==> src/sv/phase_accumulator_wave_oscillator_unit_assert.svh <==
// ----------------------------------------------------------------------------
// Assertion macros for the phase accumulator oscillator
// Concurrent checks clocked on clk_i, disabled during reset.
// ----------------------------------------------------------------------------
`ifndef PHASE_ACCUMULATOR_WAVE_OSCILLATOR_UNIT_ASSERT_SVH
`define PHASE_ACCUMULATOR_WAVE_OSCILLATOR_UNIT_ASSERT_SVH

// same-cycle implication
`define PAWO_ASSERT_IMPL(label, ante, cons, msg) \
  label: assert property (@(posedge clk_i) disable iff (!rst_ni) (ante) |-> (cons)) \
    else $error(msg);

// next-cycle implication
`define PAWO_ASSERT_NEXT(label, ante, cons, msg) \
  label: assert property (@(posedge clk_i) disable iff (!rst_ni) (ante) |=> (cons)) \
    else $error(msg);

`endif

==> src/sv/pawo_ram.sv <==
`timescale 1ns / 1ps
// ----------------------------------------------------------------------------
// pawo_ram
// Generic single-write, single-read RAM with registered read data.
// ----------------------------------------------------------------------------
module pawo_ram #(
  parameter int Width = 8,
  parameter int Depth = 16,
  localparam int AddrBits = $clog2(Depth)
) (
  input  logic                clk_i,
  input  logic                we_i,
  input  logic [AddrBits-1:0] waddr_i,
  input  logic [Width-1:0]    wdata_i,
  input  logic                re_i,
  input  logic [AddrBits-1:0] raddr_i,
  output logic [Width-1:0]    rdata_o
);

  logic [Width-1:0] mem_q [Depth];
  logic [Width-1:0] rdata_q;

  always_ff @(posedge clk_i) begin
    if (we_i) begin
      mem_q[waddr_i] <= wdata_i;
    end
  end

  always_ff @(posedge clk_i) begin
    if (re_i) begin
      rdata_q <= mem_q[raddr_i];
    end
  end

  assign rdata_o = rdata_q;

endmodule

==> config.mk <==
export PLATFORM = sky130hd
export DESIGN_NAME = pawo_ram
export DESIGN_NICKNAME = d
export VERILOG_FILES = /design/src/sv/phase_accumulator_wave_oscillator_unit_assert.svh /design/src/sv/pawo_ram.sv
export SDC_FILE = /design/constraint.sdc
export NUM_CORES = 1
export LEC_CHECK = 0
export BUFFER_PORTS_ARGS = -buffer_cell sky130_fd_sc_hd__buf_4
export CAP_MARGIN = 10
export CORE_UTILIZATION = 45
export DETAILED_ROUTE_END_ITERATION = 6
export GPL_ROUTABILITY_DRIVEN = 0
export SLEW_MARGIN = 20
export SYNTH_ARGS = -nofsm -noshare
export SYNTH_HDL_FRONTEND = slang
export SYNTH_SLANG_ARGS = --single-unit
export TNS_END_PERCENT = 30
==> constraint.sdc <==
create_clock -name clk_i -period 2.05 [get_ports clk_i]
set_input_delay 0.41 -clock clk_i [delete_from_list [all_inputs] [get_ports clk_i]]
set_output_delay 0.41 -clock clk_i [all_outputs]
set_load 0.01 [all_outputs]
== Word-level counts from Yosys, hierarchy flattened ==
Memories as Yosys holds them, arrays and structs flattened. A register that Yosys moved wholly into a read port is not among the register bits.
Cells that the tools add are included.
W data, S select, Z words.

* Register bits: 0
* Latch bits: 0
* RAM bits: 128
* Memory bits (read-only): 0
* Bits of input ports: 19
* Output and inout port bits: 8
* Logic and storage cells: 3
* Memories kept: 1

{| class="wikitable"
|+ Memory list
! name !! words !! bits a word !! read ports !! clocked after Yosys merged registers in !! wr ports !! line !! RTL
|-
| mem_q || 16 || 8 || 1 || 1 || 1 || pawo_ram.sv:20 || <nowiki>logic [Width-1:0] mem_q [Depth];</nowiki>
|}

* $add $sub $neg: 0
* Multiply operators: 0
* Divide/modulo/power cells: 0
* $lt $le $gt $ge: 0
* Equality and inequality tests: 0
* Shift operators: 0
* Muxes and demuxes: 2
* Bitwise logic cells: 0
* Reduce and logical (&&, ||, !) cells: 0

{| class="wikitable"
|+ Operator list
! cell !! number
|-
| $mux W1 || 2
|}

== Longest topological paths before layout ==
* Word-level depth: 2
* Depth in mapped cells: 5
* Mapped depth without buffers: 3

== Worst setup path before layout ==
Ideal clock, no wire load.

* Kind: input-to-reg
* Start: input port waddr_i[2]
* End: memory mem_q[0][0] (enable)
* Arrival time: 1.520 ns
* Required time: 1.667 ns
* Setup slack: 0.147 ns
* Stages on the path: 2
* Path through: or3b_2 -> nor3_1

{| class="wikitable"
|+ RTL lines
! what !! line !! RTL
|-
| from (decl) || pawo_ram.sv:13 || <nowiki>input logic [AddrBits-1:0] waddr_i,</nowiki>
|-
| to (decl) || pawo_ram.sv:20 ||
|}

Straight into the memory's write port.

==> flow_summary.json <==
{
  "syn-num-nets": 248,
  "dp.cells": 412,
  "cts_sinks": 136,
  "synthXorXnorAreaFrac_pct": 0,
  "holdWs_ps": 310,
  "cts_resized": 0,
  "combPwrFrac_pct": 4.7,
  "vias_per_cell": 5.45,
  "finalPower_uw": 6690,
  "fp.coreArea_um2": 11100,
  "p_sw_uw": 1340,
  "clk_pin_slew_ps": 60,
  "drt_wl_total_um": 9740,
  "ioPinCount": 27,
  "status": "finished, final reports clean",
  "yosys.area.top_type": "edfxtp_1",
  "yosysMostFrequentCell": "edfxtp_1",
  "nNetsFinal": 310,
  "synth_warnings": 0,
  "cap_violations": 0,
  "tns_ps": 0,
  "gr-total-overflow": 0,
  "p_seq_share_pct": 47.1,
  "io_buffers": 26,
  "yosysTopAreaCellShare_pct": 78.1,
  "syn-cell-area_um2": 5230,
  "insertion_delay_ps": 410,
  "hpwlAfterDp_um": 6470,
  "worst-r2r-setup-slack_ps": 500,
  "grtUsageTotal_pct": 18.4,
  "crit_type": "input pin to flip-flop",
  "drt_iter0_markers": 89,
  "first_global_vias": 2513,
  "crit_required_ps": 2200,
  "drcViolationCount": 0,
  "rsz0062_at_grt": "false",
  "synth-edff-count": 136,
  "synth-main-ff-cell": "edfxtp_1",
  "synth_cells": 229,
  "avgSynthCellArea_um2": 22.8,
  "drive_gt1_share_pct": 34.2,
  "internal-power_uw": 5350,
  "min_path_type": "input pin to flip-flop",
  "grt_first_pass_wirelength_um": 14800,
  "slew_headroom_pct": 72.8,
  "finalHoldViolations": 0,
  "vias": 2420,
  "htreeDepth": 4,
  "cp-end-kind": "flip-flop",
  "period_minus_slack_ps": 1600,
  "p_clk_share_pct": 48.2,
  "worstReg2RegEnd": "rdata_o[3]",
  "synthTopCellsByArea": "edfxtp_1 (78%), mux4_2 (7.8%), mux4_1 (7.0%), a22oi_1 (2.3%), nor2_1 (0.93%)",
  "holdPathEnd": "mem_q[6][5]",
  "synth_compound_gate_area_share_pct": 2.30,
  "path_max_fanout": 7,
  "worst_ep_arrival_time_ps": 1750,
  "die_area_um2": 12100,
  "cts_buffers": 17,
  "ys_types": 18,
  "post-route-period-util_pct": 78.2,
  "fin_util_pct": 57.7,
  "sw_frac_of_total_pct": 20.1,
  "fmaxAchievable_mhz": 623,
  "setup_viol": 0,
  "slew_violations": 0,
  "die_w_um": 110,
  "clockBufferDepth": 2,
  "r2r_cells": 3,
  "cts_root_buf": "clkbuf_16",
  "antenna_found_initial": 0,
  "ys_seq_elements": 136,
  "initial_core_util_pct": 47.2,
  "grt_max_degree": 17,
  "post-cts-setup-buffers": 0,
  "worst_pin_slew_ps": 408,
  "finClkSkew_ps": 7.02,
  "hp-start": "wdata_i[5]",
  "rows": 38,
  "wl_per_cell_um": 21.9,
  "instances_no_fill": 444,
  "peakVddDrop_uv": 821,
  "crit_path_start_kind": "input pin",
  "synth_common_cells": "edfxtp_1 (136), mux4_2 (18), a22oi_1 (16)",
  "synth.yosys.seq_area_share_pct": 78.1,
  "synth_top_family_by_area": "multiplexers",
  "area_growth_pct": 22.3,
  "dieHeight_um": 110,
  "antenna_left": 0,
  "hold_depth": 1,
  "cts_tree": "built",
  "cts_hold_buf": 0,
  "regToRegStartpoint": "mem_q[0][3]",
  "p_leak_uw": 0.00219,
  "synthAdderAreaFrac_pct": 0,
  "power.density_nw_per_um2": 1050,
  "synthArstFlopShare_pct": 0,
  "drtPass1Iterations": 4,
  "synthSimpleGateAreaFrac_pct": 3.14,
  "diodes": 0,
  "synthMuxAreaShare_pct": 14.8
}
==> metal layers <==
| layer | share of wire, % | track usage, % | vias up |
|---|---|---|---|
| li1 | - | - | 1113 |
| met1 | 46 | 24.6 | 1245 |
| met2 | 50 | 28.7 | 55 |
| met3 | 3.3 | 4.74 | 7 |
| met4 | 1.0 | 7.81 | 0 |
| met5 | 0 | 0 | - |
==> placed cells by master, fill, tap and decap left out, types with 3 or more instances in the layout <==
cell,synthesis,routed
buf_12,0,3
nor2_1,13,13
nor3_1,4,4
edfxtp_1,136,136
nand2_1,9,9
inv_6,0,6
clkbuf_16,0,17
mux4_2,18,18
clkinv_4,0,3
buf_4,1,50
mux4_1,14,14
bufinv_16,0,4
a22oi_1,16,16
==> area by class of cell <==
| type | instances | area [µm²] |
|---|---|---|
| multi-input cells | 83 | 1060 |
| repair buffers | 53 | 435 |
| fillers | 792 | 4690 |
| clock buffers | 17 | 425 |
| clock inverters | 15 | 214 |
| flip-flops and latches | 136 | 4080 |
| well taps | 140 | 175 |
==> logic make-up (layout without fill, tap and decap cells) <==
family / count (synthesis) / in the layout
AO/OA/AOI/OAI: 16 / 16
AND/OR/NAND/NOR: 35 / 35
multiplexers: 32 / 32
buffers and inverters: 10 / 85
flip-flops: 136 / 136
==> stage by stage <==
| stage | worst slack [ps] | instance area [µm²] |
|---|---|---|
| 2_1_floorplan | 147 | 5230 |
| 3_3_place_gp | -2.16 | 5750 |
| 3_5_place_dp | 17.9 | 5750 |
| 4_1_cts | 457 | 6390 |
| 5_1_grt | 413 | 6390 |
| 6_report | 446 | 6390 |
==> power by group through the flow <==
stage | logic (µW) | registers, µW | clock network (µW)
after detailed placement | 320 | 3210 | 0
after global routing | 341 | 3160 | 3380
after floorplan | 158 | 3210 | 0
final | 316 | 3150 | 3220
after global placement | 318 | 3210 | 0
after CTS | 321 | 3150 | 3270
==> how the worst max path moves through the flow <==
stage | endpoint | slack (ps) | cells after the start | start
after floorplan | mem_q[0][0] | 150 | 2 | waddr_i[2]
after global placement | rdata_o[1] | -2 | 5 | raddr_i[0]
after detailed placement | rdata_o[1] | 20 | 5 | raddr_i[0]
after CTS | rdata_o[1] | 460 | 5 | raddr_i[0]
after global routing | rdata_o[1] | 410 | 5 | raddr_i[0]
final | rdata_o[1] | 450 | 5 | raddr_i[0]
==> registers in the layout, indices dropped and copies added (netlist names) <==
name and count:
rdata_o 8, mem_q 128
==> worst max-delay path, cell delays in order <==
cell and delay (ps):
buf_4 170, buf_4 220, mux4_1 560, a22oi_1 310
nand2_1 80
Note: power is estimated with default switching activity, not from simulation.
