**src/sv/phase_accumulator_wave_oscillator_unit_assert.svh**
```systemverilog
// ----------------------------------------------------------------------------
// Assertion macros for the phase accumulator oscillator
// Concurrent checks clocked on clk_i, disabled during reset.
// ----------------------------------------------------------------------------
`ifndef PHASE_ACCUMULATOR_WAVE_OSCILLATOR_UNIT_ASSERT_SVH
`define PHASE_ACCUMULATOR_WAVE_OSCILLATOR_UNIT_ASSERT_SVH

// same-cycle implication
`define PAWO_ASSERT_IMPL(label, ante, cons, msg) \
  label: assert property (@(posedge clk_i) disable iff (!rst_ni) (ante) |-> (cons)) \
    else $error(msg);

// next-cycle implication
`define PAWO_ASSERT_NEXT(label, ante, cons, msg) \
  label: assert property (@(posedge clk_i) disable iff (!rst_ni) (ante) |=> (cons)) \
    else $error(msg);

`endif

```
**src/sv/pawo_pkg.sv**
```systemverilog
`timescale 1ns / 1ps
// ----------------------------------------------------------------------------
// pawo_pkg
// Shared types, constants and tables of the phase accumulator oscillator.
// ----------------------------------------------------------------------------
package pawo_pkg;

  localparam int PhaseBitsDef     = 32;
  localparam int SineIndexBitsDef = 12;

  localparam int SampleBits = 16;
  localparam int MagBits    = 15;
  localparam int WaveBits   = 2;
  localparam int StepBits   = 31;

  localparam int SineAmp   = 25000;
  localparam int SquareAmp = 30000;
  localparam int TriRise   = 30000;
  localparam int TriFall   = 90000;
  localparam int TriSlope  = 1875;
  localparam int TriShift  = 6;

  // pi/2 in unsigned Q62
  localparam logic [63:0] HalfPiQ62   = 64'h6487ED5110B4611A;
  localparam logic [3:0]  TaylorTerms = 4'd12;

  typedef enum logic [WaveBits-1:0] {
    WaveSine     = 2'd0,
    WaveSquare   = 2'd1,
    WaveTriangle = 2'd2
  } wave_e;

  typedef enum logic [3:0] {
    FillNext,
    FillMul,
    FillMulEnd,
    FillAcc,
    FillScaleLo,
    FillScaleHi,
    FillWrite,
    FillDone
  } fill_state_e;

  typedef struct packed {
    logic               en;
    logic [MagBits-1:0] mag;
  } fill_wr_t;

  typedef struct packed {
    logic [1:0] quad;
    logic       peak;
  } sine_pos_t;

  // low 64 bits of ceil(2^(64+l)/d); bit 64 is always set for these divisors
  function automatic logic [63:0] recip_of(input int unsigned d, input int unsigned l);
    logic [127:0] num;
    num = (128'd1 << (64 + l)) + 128'(d) - 128'd1;
    return 64'(num / 128'(d));
  endfunction

  // ceil(log2((2i)(2i+1))) for Taylor term i
  function automatic logic [3:0] taylor_shift(input logic [3:0] idx);
    logic [3:0] s;
    case (idx)
      4'd1:    s = 4'd3;
      4'd2:    s = 4'd5;
      4'd3:    s = 4'd6;
      4'd4:    s = 4'd7;
      4'd5:    s = 4'd7;
      4'd6:    s = 4'd8;
      4'd7:    s = 4'd8;
      4'd8:    s = 4'd9;
      4'd9:    s = 4'd9;
      4'd10:   s = 4'd9;
      4'd11:   s = 4'd9;
      4'd12:   s = 4'd10;
      default: s = 4'd0;
    endcase
    return s;
  endfunction

  // reciprocal of (2i)(2i+1) for Taylor term i, exact floor for 64-bit dividends
  function automatic logic [63:0] taylor_recip(input logic [3:0] idx);
    logic [63:0] r;
    case (idx)
      4'd1:    r = recip_of(6, 3);
      4'd2:    r = recip_of(20, 5);
      4'd3:    r = recip_of(42, 6);
      4'd4:    r = recip_of(72, 7);
      4'd5:    r = recip_of(110, 7);
      4'd6:    r = recip_of(156, 8);
      4'd7:    r = recip_of(210, 8);
      4'd8:    r = recip_of(272, 9);
      4'd9:    r = recip_of(342, 9);
      4'd10:   r = recip_of(420, 9);
      4'd11:   r = recip_of(506, 9);
      4'd12:   r = recip_of(600, 10);
      default: r = '0;
    endcase
    return r;
  endfunction

endpackage

```
**src/sv/pawo_shape.sv**
```systemverilog
`timescale 1ns / 1ps
// ----------------------------------------------------------------------------
// pawo_shape
// Waveform shaping: sine from the quarter table, square and triangle
// computed from the phase.
// ----------------------------------------------------------------------------
module pawo_shape import pawo_pkg::*; #(
  parameter int PhaseBits = PhaseBitsDef
) (
  input  logic [PhaseBits-1:0]         phase_i,
  input  logic [WaveBits-1:0]          waveform_i,
  input  sine_pos_t                    sine_pos_i,
  input  logic [MagBits-1:0]           rom_mag_i,
  output logic signed [SampleBits-1:0] sample_o
);

  localparam int W  = PhaseBits + 11;
  localparam int Sh = PhaseBits - TriShift;
  localparam logic [PhaseBits-1:0] Half = {1'b1, {(PhaseBits-1){1'b0}}};
  localparam logic [W-1:0] RiseOfs = W'(TriRise) << Sh;
  localparam logic [W-1:0] FallOfs = W'(TriFall) << Sh;
  localparam logic signed [SampleBits-1:0] SquarePos = SampleBits'(SquareAmp);
  localparam logic signed [SampleBits-1:0] SinePeak  = SampleBits'(SineAmp);

  logic                         up;
  logic [W-1:0]                 num, tri_a, tri_b, diff, tri_mag;
  logic                         tri_neg;
  logic signed [SampleBits-1:0] tri_abs, tri_val, sine_abs, sine_val, sq_val;

  always_comb begin
    up      = phase_i <= Half;
    num     = W'(phase_i) * W'(TriSlope);
    tri_a   = up ? num : FallOfs;
    tri_b   = up ? RiseOfs : num;
    tri_neg = tri_a < tri_b;
    diff    = tri_neg ? tri_b - tri_a : tri_a - tri_b;
    tri_mag = diff >> Sh;
    tri_abs = SampleBits'(tri_mag);
    tri_val = tri_neg ? -tri_abs : tri_abs;

    sq_val = up ? SquarePos : -SquarePos;

    sine_abs = sine_pos_i.peak ? SinePeak : SampleBits'(rom_mag_i);
    sine_val = sine_pos_i.quad[1] ? -sine_abs : sine_abs;

    case (waveform_i)
      WaveSine:     sample_o = sine_val;
      WaveSquare:   sample_o = sq_val;
      WaveTriangle: sample_o = tri_val;
      default:      sample_o = '0;
    endcase
  end

endmodule

```
**config.mk**
```make
export PLATFORM = sky130hd
export DESIGN_NAME = pawo_shape
export DESIGN_NICKNAME = d
export VERILOG_FILES = /design/src/sv/phase_accumulator_wave_oscillator_unit_assert.svh /design/src/sv/pawo_pkg.sv /design/src/sv/pawo_shape.sv
export SDC_FILE = /design/constraint.sdc
export NUM_CORES = 1
export LEC_CHECK = 0
export BUFFER_PORTS_ARGS = -buffer_cell sky130_fd_sc_hd__buf_2
export CAP_MARGIN = 20
export CORE_MARGIN = 2
export CORE_UTILIZATION = 40
export DETAILED_ROUTE_END_ITERATION = 16
export PLACE_DENSITY = 0.63
export SYNTH_ARGS = -nofsm -noshare
export SYNTH_HDL_FRONTEND = slang
export SYNTH_SLANG_ARGS = --single-unit
export TNS_END_PERCENT = 100
```
**constraint.sdc**
```tcl
create_clock -name vclk -period 12.83
set_input_delay 2.566 -clock vclk [all_inputs]
set_output_delay 2.566 -clock vclk [all_outputs]
set_load 0.02 [all_outputs]
```
Word-level counts from Yosys, hierarchy flattened
Cells that the tools add are included.
W data, S select, Z words.

storage, ports and cells
  register bits after elaboration = 0
  input bits = 52
  output and inout port bits = 16
  word-level logic and storage cells = 18

cells by class
  add/subtract/negate cells = 4
  $mul = 1
  order comparisons = 2
  equal/unequal tests = 2
  mux-type cells = 8
  reductions and logical operators = 1

operator list
  operator                  number
  $mux W43                  2
  $sub A42 B42 Y42          2
  $mux W16                  3
  $pmux W16 S3              1
  $lt A43 B43 Y1            1
  $mul A32 B11 Y43 const B  1
  $mux W42                  1
  $le A32 B32 Y1 const B    1
  $neg A15 Y16              1
  $neg A16 Y16              1
  $mux W15                  1
  $eq A2 B1 Y1 const B      1
  $eq A2 B2 Y1 const B      1
  $logic_not A2 Y1          1

Logic depth before layout (Yosys ltp)
  depth in word-level cells = 7
  gate-level depth with buffers = 40
  mapped depth without buffers = 38

Worst setup path before layout
OpenSTA, ideal clock, no wires.

  kind = input -> output
  start = in phase_i[1]
  end = out sample_o[12]
  arrival time = 10810 ps
  slack = -546 ps
  stages = 39
  buffers on the path = 1
  cells stage by stage = inv_1 -> fa_1 -> inv_1 -> fa_1 -> fa_1 -> inv_1 -> fa_1 -> fa_1 -> inv_1 -> ha_1 -> buf_6 -> o21ai_0 -> o21ai_0 -> o2bb2ai_1 -> o21ai_0 -> nand2_1 -> a21oi_1 -> nor2b_1 -> [3 not listed] -> a21o_1 -> xor2_1 -> inv_1 -> ha_1 -> nor2b_1 -> nand2_1 -> nor3_1 -> or3_2 -> nand2_1 -> nor3_1 -> a211o_1 -> nand3_1 -> mux2i_1 -> or3_1 -> nor2_1 -> a31oi_1 -> xnor2_1 -> o21ai_0

between the ends
  word-level cells in the longest chain between the ends = 7

ends and longest elaborated chain
  what                                                       line                                source
  start, declared                                            pawo_shape.sv:10                    input logic [PhaseBits-1:0] phase_i,
  $mul A32 B11 Y43 / $le A32 B32 Y1 (equally long branches)  pawo_shape.sv:32, pawo_shape.sv:31
  $mux W43 (on tied branches)                                pawo_shape.sv:33, pawo_shape.sv:34
  $sub A42 B42 Y42 / $lt A43 B43 Y1 (equally long branches)  pawo_shape.sv:36, pawo_shape.sv:35
  $mux W42                                                   pawo_shape.sv:36                    diff = tri_neg ? tri_b - tri_a : tri_a - tri_b;
  $neg A16 Y16                                               pawo_shape.sv:39                    tri_val = tri_neg ? -tri_abs : tri_abs;
  $mux W16                                                   pawo_shape.sv:39
  $pmux W16 S3 (*)                                           pawo_shape.sv:46                    case (waveform_i)
  end, declared                                              pawo_shape.sv:14                    output logic signed [SampleBits-1:0] sample_o

Every way passes the cells marked *; elsewhere a longest branch is shown, timed or not.

Final worst setup path
  start = in phase_i[2]
  end = out sample_o[15]

The elaborated chain is that of the path after synthesis.

==> reports/results.ini <==
[status]
violations=setup timing
outcome=complete, but fails checks

[die]
start_util_pct=40.63
dieArea_sq_mm=0.02779
die_w_um=166.7
core_area_sq_mm=0.02606
die_h_um=166.7
io_pins=68
placementRows=59

[place]
dp.cells=1863
portBuffers=67
place_area_sq_mm=0.01278
hpwl_mm=24.11
finalWeightedCongestion=0.9031

[global_routing]
grt_pass1_wl_mm=49.26
overflow=0
grt_max_degree=28
grt_pass1_vias=10394
grt_util_all_layers_pct=20.65
grt_antenna_before_repair=0

[synthesis]
syn-num-nets=1623
yosysWarnings=0
synth_cell_types=114
syn-mean-instance-area_sq_um=8.182
synth_area_leaders=fa_1 (27%), ha_1 (16%), inv_1 (9.4%), a21oi_1 (3.6%), xnor2_1 (2.9%)
synthCells=1294
syn_area_sq_mm=0.01059
ys_seq_area_share_pct=0
synth_top_cell_area_share_pct=26.66
netlist.top_cell.by_area=fa_1

[cts]
postCtsHoldBufs=0

[critical_path]
startpoint_type=input port
endpoint_kind=primary output
cp_slowest_stage_delay_ps=590
crit_start=phase_i[2]
path_max_fanout=4
crit_type=input port to primary output
cp_data_required_time_ps=10260
endpoint=sample_o[15]
cp.arrival_ps=10630
cp_slowest_cell=fa_2

[routing]
drt_first_pass_iters=5
drc=0
wl_per_cell_um=14.97
wirelength_mm=28.73
drtIter0Drc=493
routed-via-count=10060
antenna_left=0
via_per_inst=5.242

[min_path]
hold_path_class=input port to primary output
min_from=rom_mag_i[12]

[run]
drv_cap=0

[layout]
instances_no_fill=1919
fin_nets=1915
antennaDiodeCount=0
drive_above_1_share_pct=33.96
register_area_sq_um=0
n_clock_buffer=0
syn_to_final_growth_pct=32.65
fin_area_sq_mm=0.01404
multi_input_area_sq_mm=0.01017
nFillCells=2411
nFlopsAndLatches=0

[sta]
fin_ws_ps=-368.7
slew_headroom_pct=50.40
setup_tns_ps=-3490
setup_violations=14
fin_crit_ps=13200
rsz0062_at_grt=yes
tightest_slew_ps=738.4
hold_violations=0
slew_viol_final=0
clock.fmax_mhz=75.77
period_share_pct=102.9

## through the flow
| step | hold WS, ps | setup WS, ps | util (%) |
|---|---|---|---|
| after global placement | 5585 | -709.0 | 49.03 |
| after CTS | 5588 | -307.9 | 52.13 |
| final | 5617 | -368.7 | 53.90 |
| after global routing | 5653 | -700.1 | 53.90 |
| after detailed placement | 5588 | -780.5 | 49.03 |
| after floorplan | 5359 | 0.03197 | - |
## worst min path at each step
stage          slack, ps           end  cells after the start
5_1_grt             5650  sample_o[12]                      5
3_5_place_dp        5590   sample_o[0]                      4
4_1_cts             5590   sample_o[0]                      4
3_3_place_gp        5590   sample_o[0]                      4
2_1_floorplan       5360   sample_o[0]                      2
6_report            5620  sample_o[12]                      5
## cell usage in the layout (no fill, tap or decap), drive strengths merged, types with 16 or more instances in the layout
cell and count:
nor3 28, nor2 66, xnor2 36, o21ai 59, nand4 18, nand2 77
a21oi 80, fa 141, ha 136, a21o 23, a211oi 22, nand3 20
inv 260, buf 330, xor2 23, and3 16
## worst max-delay path, delay by kind of cell
family          cells  cell delay, ps
compound gates     13            2740
mux                 1             320
simple gates       11            1110
xor+xnor            1             200
buf+inv             8             790
fa+ha+maj           7            2890
## metal layers
layer	vias up	track usage, %	share of wire [%]
met1	4809	29.07	47
li1	5007	-	-
met4	0	1.987	0.87
met3	20	0.6416	3.2
met2	224	36.70	49
met5	-	0	0
## logic make-up (layout without fill, tap and decap cells)
kind of cell	count (synthesis)	count (layout)	share of synthesized area (%)
AND/OR/NAND/NOR	320	320	16.28
adder cells (fa/ha/maj)	277	277	42.73
AO/OA/AOI/OAI	321	322	22.26
buffers and inverters	305	594	12.51
multiplexers	12	12	1.182
XOR/XNOR	59	59	5.022
## synth_stat cells, types with 5 or more instances
cell type,n
or3_1,11
nand2b_1,7
nand3_1,19
nor2_1,66
o2111ai_1,6
nor3_1,27
o21ai_0,53
nand3b_1,5
o22ai_1,14
a211oi_1,18
a21oi_1,76
o211ai_1,9
a211o_1,7
nor2b_1,11
clkbuf_1,10
ha_1,136
xnor2_1,35
o31ai_1,6
fa_1,141
o21ai_1,5
and3_1,13
inv_1,264
nand2_1,76
a21boi_0,5
a21o_1,20
buf_6,11
xor2_1,22
a31oi_1,13
or2_2,8
nand4_1,16
mux2i_1,8
and4_1,8
and2_1,12
nor4_1,8
buf_2,8
clkbuf_8,8
o21a_1,8
## area by class of cell
cell class / count / share of cell area [%]
inverters: 264 / 7.163
multi-input cells: 990 / 72.38
well taps: 335 / 2.984
repair buffers: 330 / 17.47
## what timing repair did
item | in CTS | in global routing
gates resized for setup | 108 | 73
setup endpoints to repair | 16 | 16
buffers inserted | 43 | 16
pin swaps | 116 | 73
gates cloned | 1 | 0
Power is left out: the tool's default activity adds up to more than one toggle a clock period on the data nets, which glitch-free logic cannot reach.
